--- src/permutation_distance_histogram_top_defines.svh ---
// Assertion macros for the permutation distance histogram.
// Used by the top level only; needs clk_i and rst_ni in scope.
`ifndef PERMUTATION_DISTANCE_HISTOGRAM_TOP_DEFINES_SVH
`define PERMUTATION_DISTANCE_HISTOGRAM_TOP_DEFINES_SVH

// same-cycle implication
`define PDH_ASSERT_NOW(lbl, ante, cons, msg) \
  lbl: assert property (@(posedge clk_i) disable iff (!rst_ni) (ante) |-> (cons)) \
    else $error(msg);

// next-cycle implication
`define PDH_ASSERT_NEXT(lbl, ante, cons, msg) \
  lbl: assert property (@(posedge clk_i) disable iff (!rst_ni) (ante) |=> (cons)) \
    else $error(msg);

`endif

--- src/pdh_pkg.sv ---
// Shared types and constants for the permutation distance histogram.
// No dependencies.
`timescale 1ns / 1ps
`default_nettype none

package pdh_pkg;

  localparam int MAX_NODES  = 16;
  localparam int COUNT_BITS = 16;
  localparam int NODE_W     = $clog2(MAX_NODES);
  localparam int SIZE_W     = NODE_W + 1;
  localparam int CELL_W     = 3 * NODE_W;
  localparam int CELL_DEPTH = 1 << CELL_W;

  localparam logic [SIZE_W-1:0]     SIZE_MIN  = SIZE_W'(2);
  localparam logic [SIZE_W-1:0]     SIZE_MAX  = SIZE_W'(MAX_NODES);
  localparam logic [SIZE_W-1:0]     SIZE_RST  = SIZE_W'(MAX_NODES);
  localparam logic [COUNT_BITS-1:0] COUNT_MAX = '1;

  typedef enum logic [1:0] {
    REQ_CLEAR = 2'd0,
    REQ_PUSH  = 2'd1,
    REQ_READ  = 2'd2
  } pdh_req_e;

  typedef enum logic [2:0] {
    ST_INIT,
    ST_IDLE,
    ST_CLEAR,
    ST_COUNT,
    ST_DRAIN,
    ST_READ
  } pdh_state_e;

  // one counter increment leaving the sequencer
  typedef struct packed {
    logic              valid;
    logic              first;
    logic [NODE_W-1:0] offs;
  } pdh_issue_t;

  // counter memory requests that bypass the increment pipeline
  typedef struct packed {
    logic              clr_we;
    logic [CELL_W-1:0] clr_addr;
    logic [CELL_W-1:0] rd_addr;
  } pdh_port_t;

endpackage

`default_nettype wire

--- src/pdh_incr.sv ---
// Shared read-modify-write unit: forms cell addresses, saturating increment
// with write-to-read forwarding. Depends on pdh_pkg.
`timescale 1ns / 1ps
`default_nettype none

module pdh_incr import pdh_pkg::*; (
  input  wire logic                  clk_i,
  input  wire logic                  rst_ni,
  input  wire pdh_issue_t            issue_i,
  input  wire pdh_port_t             port_i,
  input  wire logic [NODE_W-1:0]     lb_rdata_i,
  input  wire logic [COUNT_BITS-1:0] cnt_rdata_i,
  output logic      [CELL_W-1:0]     cnt_raddr_o,
  output logic                       cnt_we_o,
  output logic      [CELL_W-1:0]     cnt_waddr_o,
  output logic      [COUNT_BITS-1:0] cnt_wdata_o,
  output logic                       busy_o
);

  logic [NODE_W-1:0]     a_q, a_d;
  logic [CELL_W-1:0]     addr2;
  logic                  s2_valid_q;
  logic [CELL_W-1:0]     s2_addr_q;
  logic                  fwd_valid_q;
  logic [CELL_W-1:0]     fwd_addr_q;
  logic [COUNT_BITS-1:0] fwd_data_q;
  logic [COUNT_BITS-1:0] old_val, new_val;

  // distance 0 reads the reference node itself
  assign a_d   = issue_i.first ? lb_rdata_i : a_q;
  assign addr2 = {a_d, issue_i.offs, lb_rdata_i};

  assign cnt_raddr_o = issue_i.valid ? addr2 : port_i.rd_addr;

  assign old_val = (fwd_valid_q && (fwd_addr_q == s2_addr_q)) ? fwd_data_q : cnt_rdata_i;
  assign new_val = (old_val == COUNT_MAX) ? old_val : old_val + COUNT_BITS'(1);

  assign cnt_we_o    = s2_valid_q || port_i.clr_we;
  assign cnt_waddr_o = port_i.clr_we ? port_i.clr_addr : s2_addr_q;
  assign cnt_wdata_o = port_i.clr_we ? '0 : new_val;
  assign busy_o      = s2_valid_q;

  always_ff @(posedge clk_i or negedge rst_ni) begin
    if (!rst_ni) begin
      s2_valid_q  <= 1'b0;
      fwd_valid_q <= 1'b0;
    end else begin
      s2_valid_q  <= issue_i.valid;
      fwd_valid_q <= s2_valid_q;
    end
  end

  always_ff @(posedge clk_i) begin
    if (issue_i.valid) begin
      a_q <= a_d;
    end
    s2_addr_q  <= addr2;
    fwd_addr_q <= s2_addr_q;
    fwd_data_q <= new_val;
  end

endmodule

`default_nettype wire

--- config.mk ---
export PLATFORM = sky130hd
export DESIGN_NAME = pdh_incr
export DESIGN_NICKNAME = d
export VERILOG_FILES = /design/src/permutation_distance_histogram_top_defines.svh /design/src/pdh_pkg.sv /design/src/pdh_incr.sv
export SDC_FILE = /design/constraint.sdc
export NUM_CORES = 1
export LEC_CHECK = 0
export ABC_CLOCK_PERIOD_IN_PS = 4400
export BUFFER_PORTS_ARGS = -buffer_cell sky130_fd_sc_hd__buf_2
export CELL_PAD_IN_SITES_DETAIL_PLACEMENT = 1
export CELL_PAD_IN_SITES_GLOBAL_PLACEMENT = 1
export CORE_AREA = 2 2 92 94
export DETAILED_ROUTE_END_ITERATION = 16
export DIE_AREA = 0 0 94 96
export GPL_ROUTABILITY_DRIVEN = 0
export PLACE_DENSITY_LB_ADDON = 0.1
export SLEW_MARGIN = 20
export SYNTH_ARGS = -nofsm -noshare
export SYNTH_HDL_FRONTEND = slang
export SYNTH_SLANG_ARGS = --single-unit
--- constraint.sdc ---
create_clock -name clk_i -period 4.4 [get_ports clk_i]
set_clock_uncertainty 0.1 [all_clocks]
set_input_delay 1.1 -clock clk_i [delete_from_list [all_inputs] [get_ports clk_i]]
set_output_delay 1.1 -clock clk_i [all_outputs]
set_load 0.01 [all_outputs]
### Yosys cells after proc, flatten, opt, wreduce, memory -nomap -nowiden

Index checks and enable logic that the tools add are counted.

| cells by class | value |
|---|---|
| $add $sub $neg | 1 |
| muxes and demuxes | 6 |
| reductions and logical operators | 2 |
| equal/unequal tests | 2 |

Operator list:

| kind | number |
|---|---|
| $mux 16 | 3 |
| $mux 12 | 2 |
| $add 16x1->16 const B | 1 |
| $eq 16x16->1 const B | 1 |
| $eq 12x12->1 | 1 |
| $mux 4 | 1 |
| $logic_and 1x1->1 | 1 |
| $logic_or 1x1->1 | 1 |

| storage, ports and cells | value |
|---|---|
| bits in registers | 46 |
| output and inout bits | 42 |

### Logic depth before layout (Yosys ltp)

Gate-level depths: netlist of run 1.

| logic depth | value |
|---|---|
| depth after elaboration | 6 |
| gate-level depth with buffers | 14 |
| gate-level depth less buffers | 11 |

### Worst setup path before layout of run 1

OpenSTA, ideal clock, no wires.

| timing path | value |
|---|---|
| kind | register to output |
| from | reg s2_addr_q[8] |
| to | out cnt_wdata_o[3] |
| arrival time | 3.421 ns |
| data required time | 3.200 ns |
| stages on the path, launching flop included | 14 |
| path buffers | 2 |
| path slack | -0.221 ns |
| cell sequence | dfxtp_1 > xnor2_1 > nand4_1 > nor4_2 > clkbuf_1 > mux2_2 > ha_1 > buf_2 > nand2_1 > or4_1 > o2111ai_1 > xnor2_1 > nor2_1 > a211oi_1 |

| on the way | value |
|---|---|
| word-level cells in the longest chain between the ends | 6 |
| elaborated cells between the ends (all ways) | 7 |
| classes of those cells | add/sub: 1; eq/ne: 2; mux: 3; reduce/logical: 1 |

RTL lines:

| what | line | RTL |
|---|---|---|
| start, declared | pdh_incr.sv:23 | `logic [CELL_W-1:0] s2_addr_q;` |
| start signal, assigned | pdh_incr.sv:57 | `s2_addr_q <= addr2;` |
| $eq 12x12->1 (*) | pdh_incr.sv:35 | `assign old_val = (fwd_valid_q && (fwd_addr_q == s2_addr_q)) ? fwd_data_q : cnt_rdata_i;` |
| $logic_and 1x1->1 (*) | pdh_incr.sv:35 |  |
| $mux 16 (*) | pdh_incr.sv:35 |  |
| $add 16x1->16 / $eq 16x16->1 (equally long branches) | pdh_incr.sv:36 | `assign new_val = (old_val == COUNT_MAX) ? old_val : old_val + COUNT_BITS'(1);` |
| $mux 16 (*) | pdh_incr.sv:36 |  |
| $mux 16 (*) | pdh_incr.sv:40 | `assign cnt_wdata_o = port_i.clr_we ? '0 : new_val;` |
| end, declared | pdh_incr.sv:16 | `output logic [COUNT_BITS-1:0] cnt_wdata_o,` |

Every way passes the cells marked *; elsewhere a longest branch is shown, timed or not.

### Worst setup path after layout of run 1

| timing path | value |
|---|---|
| from | reg fwd_addr_q[9] |
| to | out cnt_wdata_o[6] |

| on the way | value |
|---|---|
| word-level cells in the longest chain between the ends | 6 |
| elaborated cells between the ends (all ways) | 7 |
| classes of those cells | add/sub: 1; eq/ne: 2; mux: 3; reduce/logical: 1 |

RTL lines:

| what | line | RTL |
|---|---|---|
| start, declared | pdh_incr.sv:25 | `logic [CELL_W-1:0] fwd_addr_q;` |
| start signal, assigned | pdh_incr.sv:58 | `fwd_addr_q <= s2_addr_q;` |
| $eq 12x12->1 (*) | pdh_incr.sv:35 |  |
| $logic_and 1x1->1 (*) | pdh_incr.sv:35 |  |
| $mux 16 (*) | pdh_incr.sv:35 |  |
| $add 16x1->16 / $eq 16x16->1 (equally long branches) | pdh_incr.sv:36 |  |
| $mux 16 (*) | pdh_incr.sv:36 |  |
| $mux 16 (*) | pdh_incr.sv:40 |  |

Marks and branches as above.

==> out/results.txt, run 1 <==
After clock tree synthesis, the flow added hold-fix buffers numbering 0. Area of the die: 9020 µm². From synthesis to final layout, the design area changed by 40.5%. The final period demand of the worst path is 4.47 ns, and the clock edge transition at the registers on the reported setup and hold paths is 0.10 ns.

Following the worst setup path forward leads to its endpoint at cnt_wdata_o[6]. The worst register-to-register path ends at fwd_data_q[15]$_DFF_P_. The antenna diode count was 0; the average instance area after synthesis was 9.50 µm².

The tools report the max-slew violation total from the final report as 0. The number of warnings printed during yosys synthesis was 0. Power comes to 968 µW. In this run the core area contains 33 standard-cell rows.

The async set-reset flop share out of synthesis was 4.35%. Across the run, the number of max-cap violations was 0. The run gives 17.3% as the global router's overall resource usage.

The tools report the clock root buffer as sky130_fd_sc_hd__clkbuf_8. The path class of the tightest hold or removal check is register to register. In the synthesized netlist, the number of instances is 271.

For this run the aggregate overflow at the end of global routing stands at 0. The number of cells on the worst reg-to-reg path is 22. The number of buffers on the longest clock path is 2, and the register area share after synthesis is 37.7%. The synthesis-stage register bit count works out to 46. The checks that failed: negative setup slack. The tree built by TritonCTS fans out to 46 sinks. Across the VDD grid, the largest voltage drop is 0.135 mV. The later-pin clock latency in the skew report is 0.31 ns, and the overall die width is 94 µm. The first routing iteration left 74 violations. For this design the ratio of total power to cell area is 267 nW/µm². The basic-gate share of the synthesized area counting and, or, nand and nor cells is 20.5%, and the delay of the slowest cell on the worst path is 0.47 ns.

For the number of inserted filler cells in the final layout, the log shows 959. The tools report the number of library cell types mapped by synthesis as 48. The synthesized netlist devotes 8.16% of its cell area to XOR and XNOR gates. Once detail routing completed, the nets flagged for antenna violations numbered 0.

Of the total synthesized cell area, the portion taken by full adders, half adders and majority gates is 0.486%. Net count of the mapped netlist: 325. The post-layout worst setup margin is -0.0747 ns, and the maximum fanout count along the critical path is 5. For this configuration, the core starts out at a cell density of 32.0%.

TritonCTS built the clock tree. Largest net degree at the start of global routing: 32. The most critical setup path has its startpoint at fwd_addr_q[9]$_DFF_P_. Final hold analysis gives a worst-case slack of 0.275 ns.

In this run, synthesis inferred 4 flip-flops with an integrated enable. The tools report the critical register-to-register path startpoint as fwd_addr_q[9]$_DFF_P_. After routing, the total negative slack on setup checks comes to -0.168 ns.

Summed over all instances, the cell type with the most area after synthesis is sky130_fd_sc_hd__dfxtp_1. The average routed wire per standard cell was 15.5 µm; the ratio of final minimum period to clock period was 102%. Multiplexer cells account for 19.3% of the synthesized area. The proportion of layout cells with a drive suffix above 1 is 50.6%, and the initial antenna violation count is 0. The slew at the pin with the worst max-slew slack is 0.667 ns. Setup violations remaining at the end of the flow were counted as 6.

The leading cell type in the layout, fill and taps excluded was sky130_fd_sc_hd__buf_2. The core region is 8050 µm². The number of levels the H-tree was split into is 2, and the final net count is 444. Detailed placement finished with a half-perimeter wire length of 5870 µm. The classification of the worst setup path is register to output pin.

The analysis attributes to cell leakage a power of 0.00149 µW. At the worst endpoint, the required time is 3.20 ns. The fraction of the mapped netlist area in compound gates works out to 11.1%.

The top cell types in the final layout, fill and taps aside, are 94 x sky130_fd_sc_hd__buf_2, 34 x sky130_fd_sc_hd__dfxtp_1, 29 x sky130_fd_sc_hd__buf_4. Critical path's slowest cell: sky130_fd_sc_hd__or4_4. After detailed routing, the number of remaining DRC violations is 0.

TritonCTS buffer count: 5. Combinational family with the most area after synthesis: simple AND/OR/NAND/NOR gates. The number of hold-slack violations in the final timing report came out at 0. In the post-synthesis netlist, the biggest area contributors are sky130_fd_sc_hd__dfxtp_1 31%, sky130_fd_sc_hd__mux2_2 13%, sky130_fd_sc_hd__xnor2_1 6.5%. The tools report the normalized max-slew margin as 55.5%. The total detailed-routing wirelength came out at 7710 µm. The synthesized netlist occupies a cell area of 2570 µm². The most used flip-flop cell after synthesis is sky130_fd_sc_hd__dfxtp_1. The number of placed I/O pins is 95, and the vertical extent of the die is 96 µm. The final route contains 2499 vias.

For the first-pass GRT wire length, the log shows 12300 µm. The worst setup path is launched from a register. The first detailed-routing pass took 4 iterations. The worst setup path is captured at an output pin.

Summing all multi-input logic gate instances after layout gives 1710 µm². Setup repair after global routing could not meet its margin everywhere. The critical path goes through xnor2_2, nand4_1, nor4_4, mux2_4, ha_4, nand3_2, or4_4, or2_4, a31oi_4, a31oi_2, a211oi_2, buf_2. The sequential cells in the finished layout cover a total of 978 µm². Static timing analysis puts the maximum clock frequency at 223 MHz. The setup check on the worst reg-to-reg path leaves a slack of 0.56 ns. The run finished, with violations left. The synthesized design devotes to its leading area cell type 31.1% of total area. The run gives 2499 as the via count of the first global-routing pass. The count of input and output buffers is 94. The average vias per placed instance is 5.04, and the data arrival time of the critical path is 3.27 ns.
[stage by stage]
step | cell area (µm²) | worst slack [ns] | util [%] | std cells
CTS | 3550 | -0.0555 | 44.1 | 494
global route | 3620 | -0.251 | 44.9 | 496
finish | 3620 | -0.0747 | 44.9 | 496
detailed placement | 3250 | 0.0287 | 40.3 | 473
floorplan | 2600 | 0.0196 | - | 271
global placement | 3250 | 0.0620 | 40.3 | 473
[flip-flops by register name, summed over array words and instances (netlist names)]
register / count
fwd_data_q: 16
fwd_addr_q: 12
s2_addr_q: 12
a_q: 4
busy_o: 1
fwd_valid_q: 1
[logic make-up (layout without fill, tap and decap cells)]
group,Yosys count,count (layout)
buf+inv,15,135
fa+ha+maj,1,1
xor+xnor,24,24
mux,46,46
compound gates,42,42
flops,46,46
simple gates,97,97
[cell usage after synthesis, types with 2 or more instances]
cell / number
sky130_fd_sc_hd__mux2i_1: 16
sky130_fd_sc_hd__nand4_1: 10
sky130_fd_sc_hd__buf_2: 3
sky130_fd_sc_hd__xor2_1: 5
sky130_fd_sc_hd__and4_1: 2
sky130_fd_sc_hd__and2_1: 3
sky130_fd_sc_hd__o2111ai_1: 3
sky130_fd_sc_hd__edfxtp_1: 4
sky130_fd_sc_hd__a31oi_1: 5
sky130_fd_sc_hd__a21oi_1: 5
sky130_fd_sc_hd__o21ai_0: 11
sky130_fd_sc_hd__nand3_1: 16
sky130_fd_sc_hd__xnor2_1: 19
sky130_fd_sc_hd__dfxtp_1: 40
sky130_fd_sc_hd__inv_1: 3
sky130_fd_sc_hd__o31ai_1: 3
sky130_fd_sc_hd__nor2b_1: 8
sky130_fd_sc_hd__mux2_2: 30
sky130_fd_sc_hd__nor2_1: 15
sky130_fd_sc_hd__o21a_1: 2
sky130_fd_sc_hd__nor4_1: 7
sky130_fd_sc_hd__and3_1: 3
sky130_fd_sc_hd__a211oi_1: 5
sky130_fd_sc_hd__nor3_1: 9
sky130_fd_sc_hd__nand2_1: 14
sky130_fd_sc_hd__or4_1: 2
sky130_fd_sc_hd__dfrtp_1: 2
sky130_fd_sc_hd__clkbuf_1: 6
[timing repair]
item / in CTS / in global routing
hold endpoints to repair: 0 / 0
buffers inserted: 13 / 2
pin swaps: 7 / 6
gates resized for setup: 26 / 10
endpoints found under the setup margin: 15 / 16
[cell type report]
cell class	count	area share, %
tap	105	3.63
sequential	46	27.0
inverter	3	0.311
clock inverter	3	0.622
clock buffer	5	1.90
timing repair buffer	124	19.3
multi-input combinational	210	47.2
[report_power, final]
group / total (µW) / internal [µW] / switching [µW]
Combinational: 209 / 107 / 101
Sequential: 477 / 452 / 25.6
Clock: 282 / 115 / 167
Total: 968 / 675 / 293
[how the worst min path moves through the flow]
stage / from / endpoint / cells after the start
floorplan: s2_addr_q[0]$_DFF_P_ / fwd_addr_q[0]$_DFF_P_ / 0
global placement: s2_addr_q[9]$_DFF_P_ / fwd_addr_q[9]$_DFF_P_ / 0
detailed placement: s2_addr_q[7]$_DFF_P_ / fwd_addr_q[7]$_DFF_P_ / 0
CTS: s2_addr_q[9]$_DFF_P_ / fwd_addr_q[9]$_DFF_P_ / 0
global route: s2_addr_q[0]$_DFF_P_ / fwd_addr_q[0]$_DFF_P_ / 0
finish: s2_addr_q[9]$_DFF_P_ / fwd_addr_q[9]$_DFF_P_ / 0
[routing by layer]
| layer | part of all wire [%] | global-route usage (%) |
|---|---|---|
| met1 | 42 | 20.5 |
| met2 | 52 | 32.2 |
| met3 | 4.8 | 3.37 |
| met4 | 1.3 | 4.23 |
| met5 | 0 | 0 |
[worst max-delay path: cells and delay by family (launching register included)]
kind / cells / cell delay, ns
simple gates: 5 / 1.42
buf+inv: 1 / 0.16
mux: 1 / 0.23
compound gates: 3 / 0.47
xor+xnor: 1 / 0.18
flops: 1 / 0.34
fa+ha+maj: 1 / 0.15
Power figures use the tool's default switching activity.
==> run 2, diff against run 1 <==
BUFFER_PORTS_ARGS = default   (was -buffer_cell sky130_fd_sc_hd__buf_2)
CORE_AREA = 2 2 82 84   (was 2 2 92 94)
DIE_AREA = 0 0 84 86   (was 0 0 94 96)
DONT_BUFFER_PORTS = 1   (was default)
REMOVE_ABC_BUFFERS = 1   (was default)
==> out/results.txt, run 2 (same netlist as run 1, synthesis figures left out) <==
The ratio of final minimum period to clock period is 103% (was 102%), and the final instance area is 3360 µm² (was 3620 µm²). For the total number of vias, the log shows 2303 (was 2499). The flow ran to the end, but the final reports show violations. For the violation count after the first detailed-route iteration, the log shows 77 (was 74). The average vias per placed instance was 5.95 (was 5.04). Number of flip-flops in the largest register: 16 (unchanged). The static leakage power is 0.00123 µW (was 0.00149 µW). The final net count was 363 (was 444); the post-placement cell area was 2820 µm² (was 3250 µm²).

Registers with the highest flip-flop counts: fwd_data_q: 16 flops, fwd_addr_q: 12 flops, s2_addr_q: 12 flops (unchanged). The vertical extent of the die came out at 86 µm (was 96 µm). Setup repair after global routing could not meet its margin everywhere.

The layout overhead on the synthesized area was 30.5% (was 40.5%). The max-slew violation total from the final report is 0 (unchanged). The tools report the post-layout worst setup margin as -0.119 ns (was -0.0747 ns). Total DRC errors in the routed layout: 0 (unchanged). The remaining antenna violation count was 0 (unchanged). The number of buffers on the longest clock path is 2 (unchanged).

The final period demand of the worst path was 4.52 ns (was 4.47 ns); the maximum fanout count along the critical path was 4 (was 5). The largest net degree at the start of global routing was 30 (was 32). Overall die width: 84 µm (was 94 µm). The utilization after layout is 53.5% (was 44.9%).

The count of input and output buffers is 0 (was 94), and the first-pass GRT wire length is 11700 µm (was 12300 µm). Total negative setup slack: -0.637 ns (was -0.168 ns). The average routed wire per standard cell was 19.8 µm (was 15.5 µm). For the later-pin clock latency in the skew report, the log shows 0.31 ns (about the same).

The tools report the total congestion overflow after global routing as 0 (unchanged). Startpoint type of the worst setup path: a register (unchanged). Antenna diode count: 0 (unchanged). Leading cell type in the layout, fill and taps excluded: sky130_fd_sc_hd__buf_4 (was sky130_fd_sc_hd__buf_2). The total detailed-routing wirelength was 7670 µm (was 7710 µm); the cell area power density was 275 nW/µm² (was 267 nW/µm²). Number of placed I/O pins: 95 (unchanged). The class of the tightest hold or removal check was register to register (unchanged).

The run gives 0 (unchanged) as the total of hold buffers inserted after clock tree synthesis. The tools report the initial antenna violation count as 0 (unchanged). The clock root buffer is sky130_fd_sc_hd__clkbuf_8 (unchanged). The classification of the worst setup path was register to output pin (unchanged). The global router's overall resource usage came out at 20.6% (was 17.3%). Violations in the final reports: negative setup slack (unchanged). The tools report the hold path startpoint as s2_addr_q[7]$_DFF_P_ (was s2_addr_q[9]$_DFF_P_). The critical path data required time came out at 3.20 ns (about the same). The TritonCTS buffer count came out at 5 (unchanged).

The slew at the pin with the worst max-slew slack is 0.519 ns (was 0.667 ns), and the length of the first detailed-routing pass in iterations is 4 (unchanged). The initial cell density of the core is 41.0% (was 32.0%). The estimated wirelength of the detail-placed design was 5480 µm (was 5870 µm).

The via count of the first global-routing pass is 2293 (was 2499), and the worst hold-check slack is 0.289 ns (was 0.275 ns). The number of levels the H-tree was split into was 2 (unchanged); the highest achievable clock rate was 221 MHz (was 223 MHz). The tools report the peak supply drop as 0.235 mV (was 0.135 mV).

TritonCTS built the clock tree. The data arrival time of the critical path is 3.32 ns (was 3.27 ns). The setup-violating endpoint count in the final report came out at 11 (was 6). The number of clock sinks seen by CTS came out at 46 (unchanged). The proportion of layout cells with a drive suffix above 1 came out at 46.1% (was 50.6%). The sort of element at the end of the critical path was an output pin (unchanged). The register with the most flip-flops was fwd_data_q (unchanged). The normalized max-slew margin came out at 65.3% (was 55.5%).

For the max capacitance violation total, the log shows 0 (unchanged). Area of the die: 7220 µm² (was 9020 µm²). Commonest cells after routing, fill and taps aside: 39 x sky130_fd_sc_hd__buf_4, 29 x sky130_fd_sc_hd__dfxtp_1, 28 x sky130_fd_sc_hd__mux2_2 (was 94 x sky130_fd_sc_hd__buf_2, 34 x sky130_fd_sc_hd__dfxtp_1, 29 x sky130_fd_sc_hd__buf_4).

The core area was 6280 µm² (was 8050 µm²). The critical register-to-register path startpoint was s2_addr_q[9]$_DFF_P_ (was fwd_addr_q[9]$_DFF_P_). Number of hold-slack violations in the final timing report: 0 (unchanged). The run gives 29 (was 33) as the row count. Clock edge transition at the registers on the reported setup and hold paths: 0.09 ns (was 0.10 ns).

The origin of the worst setup path is s2_addr_q[9]$_DFF_P_ (was fwd_addr_q[9]$_DFF_P_).
run 2: changes by cell type in the layout (fill, tap and decap cells not counted), sizes merged:
cell / previous run / this run
buf: 124 / 43
run 2: path summary, 6_finish.rpt:
kind	endpoint	slack, ns	cells after the start
max in group asynchronous	busy_o$_DFF_PN0_	3.76	0
worst max-delay path	cnt_wdata_o[13]	-0.12	14
worst max register to register	fwd_data_q[5]$_DFF_P_	1.40	11
worst min-delay path	fwd_addr_q[7]$_DFF_P_	0.29	0
worst min register to register	fwd_addr_q[7]$_DFF_P_	0.29	0
min in group asynchronous	fwd_valid_q$_DFF_PN0_	0.37	0
run 2: where the power goes:
part	internal (µW)	switching, µW	total [µW]
Clock	115	163	278
Combinational	87.6	78.3	166
Sequential	452	27.3	480
Total	655	268	924
run 2: layout make-up:
type / instances / area [µm²]
repair buffers: 43 / 338
multi-input cells: 210 / 1840
fillers: 719 / 2920
clock inverters: 3 / 22.5
clock buffers: 5 / 68.8
flip-flops and latches: 46 / 987
well taps: 77 / 96.3
inverters: 3 / 11.3
run 2: critical path: stages (launching register included):
cell,delay (ns)
sky130_fd_sc_hd__dfxtp_2,0.35
sky130_fd_sc_hd__xnor2_1,0.21
sky130_fd_sc_hd__nand4_1,0.19
sky130_fd_sc_hd__nor4_4,0.44
sky130_fd_sc_hd__mux2_4,0.25
sky130_fd_sc_hd__ha_4,0.14
sky130_fd_sc_hd__nand3_2,0.07
sky130_fd_sc_hd__or4_4,0.44
sky130_fd_sc_hd__buf_6,0.15
sky130_fd_sc_hd__buf_6,0.12
sky130_fd_sc_hd__o21ai_2,0.10
sky130_fd_sc_hd__mux2i_1,0.08
sky130_fd_sc_hd__mux2i_1,0.19
sky130_fd_sc_hd__nor2b_2,0.17
sky130_fd_sc_hd__buf_4,0.12
run 2: timing repair:
item,4_1_cts,5_1_grt
hold endpoints to repair,0,0
gates resized for setup,39,39
endpoints found under the setup margin,15,16
buffers inserted,16,2
pin swaps,15,17
run 2: per-stage QoR:
| step | setup WS [ns] | power (µW) | cells |
|---|---|---|---|
| after floorplan | -1.60 | 577 | 259 |
| after global placement | 0.0667 | 611 | 362 |
| after detailed placement | -0.0286 | 614 | 362 |
| after CTS | -0.0656 | 911 | 386 |
| after global routing | -0.259 | 964 | 387 |
| final | -0.119 | 924 | 387 |
run 2: routing by layer:
metal	up-vias	part of all wire [%]	track usage, %
li1	1080	-	-
met5	-	0	0
met2	81	53	36.8
met1	1132	40	23.9
met3	10	5.3	4.91
met4	0	1.7	7.62
==> run 3, diff against run 2 <==
MAX_ROUTING_LAYER = met4   (was default)
SETUP_SLACK_MARGIN = 0.05   (was default)
==> out/results.txt, run 3 (same netlist as run 1, synthesis figures left out) <==
The tools report the final net count as 363 (unchanged). The overall die width was 84 µm (unchanged); the initial antenna violation count was 0 (unchanged). The tools report the slack of the worst reg-to-reg path as 1.43 ns (was 1.40 ns). The ratio of final minimum period to clock period is 102% (was 103%), and the antenna diode count is 0 (unchanged). Class of the tightest hold or removal check: register to register (unchanged). The post-layout worst setup margin was -0.103 ns (was -0.119 ns); the normalized max-slew margin was 66.5% (was 65.3%). The layout overhead on the synthesized area was 30.8% (was 30.5%); the max-slew violation total from the final report was 0 (unchanged). The classification of the worst setup path is register to output pin (unchanged).

The length of the first detailed-routing pass in iterations came out at 4 (unchanged). Highest achievable clock rate: 222 MHz (was 221 MHz). Later-pin clock latency in the skew report: 0.31 ns (about the same). Sort of element at the end of the critical path: an output pin (unchanged). Count of input and output buffers: 0 (unchanged). Critical path cell sequence: xnor2_1, nand4_1, nor4_4, mux2_4, ha_4, nand3_2, or4_4, buf_6, buf_6, o21ai_2, mux2i_1, mux2i_1, nor2b_2, buf_4 (unchanged).

For the critical path data required time, the log shows 3.20 ns (about the same). The run finished, with violations left. The clock edge transition at the registers on the reported setup and hold paths works out to 0.09 ns (about the same).

Setup repair after global routing could not meet its margin everywhere. The proportion of layout cells with a drive suffix above 1 is 46.5% (was 46.1%). The number of hold-slack violations in the final timing report was 0 (unchanged); the number of cells on the worst hold path was 0 (unchanged). Commonest cells after routing, fill and taps aside: 39 x sky130_fd_sc_hd__buf_4, 29 x sky130_fd_sc_hd__dfxtp_1, 28 x sky130_fd_sc_hd__mux2_2 (unchanged). The max capacitance violation total was 0 (unchanged). Clock root buffer: sky130_fd_sc_hd__clkbuf_8 (unchanged).

The leading cell type in the layout, fill and taps excluded is sky130_fd_sc_hd__buf_4 (unchanged). The critical register-to-register path startpoint was s2_addr_q[9]$_DFF_P_ (unchanged). The run gives 29 (unchanged) as the row count. The remaining antenna violation count was 0 (unchanged). For the global router's overall resource usage, the log shows 21.3% (was 20.6%). The estimated wirelength of the detail-placed design was 5480 µm (unchanged); the initial cell density of the core was 41.0% (unchanged). The area of the die is 7220 µm² (unchanged), and the setup-violating endpoint count in the final report is 11 (unchanged). The number of clock sinks seen by CTS was 46 (unchanged); the final period demand of the worst path was 4.50 ns (was 4.52 ns). The run gives 0.00123 µW (about the same) as the static leakage power. TritonCTS built the clock tree.

Delay of the slowest cell on the worst path: 0.44 ns (about the same). Violations in the final reports: negative setup slack (unchanged). The endpoint of the most critical register-to-register path is fwd_data_q[7]$_DFF_P_ (was fwd_data_q[5]$_DFF_P_).

The startpoint type of the worst setup path was a register (unchanged). For the final instance area, the log shows 3370 µm² (was 3360 µm²). The cell area power density was 274 nW/µm² (was 275 nW/µm²). The tools report the total congestion overflow after global routing as 0 (unchanged). The run gives 6280 µm² (unchanged) as the core area.

The register with the most flip-flops was fwd_data_q (unchanged). The first-pass GRT wire length is 11800 µm (was 11700 µm), and the violation count after the first detailed-route iteration is 99 (was 77). End of the worst hold path: fwd_addr_q[7]$_DFF_P_ (unchanged). The total number of vias is 2301 (was 2303). The hold path startpoint was s2_addr_q[7]$_DFF_P_ (unchanged). The tools report the TritonCTS buffer count as 5 (unchanged).

The number of flip-flops in the largest register was 16 (unchanged); the peak supply drop was 0.235 mV (about the same). The depth of the worst register-to-register path works out to 12 (was 11). The data arrival time of the critical path is 3.30 ns (was 3.32 ns). The total negative setup slack was -0.538 ns (was -0.637 ns); the post-placement cell area was 2820 µm² (unchanged). The number of levels the H-tree was split into is 2 (unchanged), and the total detailed-routing wirelength is 7630 µm (was 7670 µm). The number of buffers on the longest clock path is 2 (unchanged), and the largest net degree at the start of global routing is 30 (unchanged). The slew at the pin with the worst max-slew slack is 0.498 ns (was 0.519 ns). The number of inserted filler cells in the final layout is 718 (was 719). The average routed wire per standard cell was 19.7 µm (was 19.8 µm).

Registers with the highest flip-flop counts: fwd_data_q: 16 flops, fwd_addr_q: 12 flops, s2_addr_q: 12 flops (unchanged). The maximum fanout count along the critical path was 4 (unchanged). The number of placed I/O pins was 95 (unchanged); the vertical extent of the die was 86 µm (unchanged).

The run gives 0 (unchanged) as the total DRC errors in the routed layout. The critical path's slowest cell was sky130_fd_sc_hd__or4_4 (was sky130_fd_sc_hd__nor4_4). The average vias per placed instance is 5.95 (about the same), and the total of hold buffers inserted after clock tree synthesis is 0 (unchanged). The run gives 2313 (was 2293) as the via count of the first global-routing pass.
[run 3: cell counts in the layout (fill, tap and decap cells not counted)]
Identical to the previous run, type by type.
[run 3: layout make-up]
cell class,instances,area (µm²),area share (%)
clock buffer,5,68.8,2.04
tap,77,96.3,2.86
multi-input combinational,210,1840,54.8
sequential,46,987,29.3
inverter,3,11.3,0.334
clock inverter,3,22.5,0.669
timing repair buffer,43,338,10.0
[run 3: repair_timing]
item | CTS | global route
pin swaps | 17 | 17
buffers inserted | 16 | 2
setup endpoints to repair | 16 | 16
gates resized for setup | 42 | 37
[run 3: how the worst max path moves through the flow]
stage / startpoint / end / slack [ns] / cells past startpoint
floorplan: s2_addr_q[8]$_DFF_P_ / cnt_wdata_o[3] / -1.60 / 11
global placement: s2_addr_q[11]$_DFF_P_ / cnt_wdata_o[5] / 0.07 / 12
detailed placement: s2_addr_q[11]$_DFF_P_ / cnt_wdata_o[5] / -0.03 / 12
CTS: s2_addr_q[2]$_DFF_P_ / cnt_wdata_o[2] / -0.07 / 13
global route: s2_addr_q[9]$_DFF_P_ / cnt_wdata_o[13] / -0.26 / 14
finish: s2_addr_q[9]$_DFF_P_ / cnt_wdata_o[13] / -0.10 / 14
[run 3: where the power goes]
group | internal, µW | switching [µW]
Combinational | 87.9 | 78.4
Clock | 115 | 162
Sequential | 452 | 27.2
Total | 655 | 267
[run 3: worst max-delay path, delay by kind of cell (launching register included)]
family,cells,cell delay (ns)
simple gates,5,1.30
xor+xnor,1,0.21
mux,3,0.52
flops,1,0.35
fa+ha+maj,1,0.15
compound gates,1,0.10
buf+inv,3,0.39
[run 3: through the flow]
stage	power [µW]	util (%)	worst slack, ns	hold slack, ns	cells
6_report	923	53.7	-0.103	0.286	387
5_1_grt	965	53.7	-0.260	0.294	387
4_1_cts	912	51.0	-0.0656	0.286	386
3_5_place_dp	614	44.8	-0.0286	0.272	362
3_3_place_gp	611	44.8	0.0667	0.269	362
2_1_floorplan	577	-	-1.60	0.261	259
[run 3: layer usage]
| metal | up-vias | share of wire, % | GRT usage (%) |
|---|---|---|---|
| met5 | - | 0 | - |
| met4 | 0 | 1.9 | 7.92 |
| met3 | 13 | 5.8 | 4.91 |
| met2 | 86 | 53 | 37.0 |
| met1 | 1123 | 40 | 24.0 |
| li1 | 1079 | - | - |
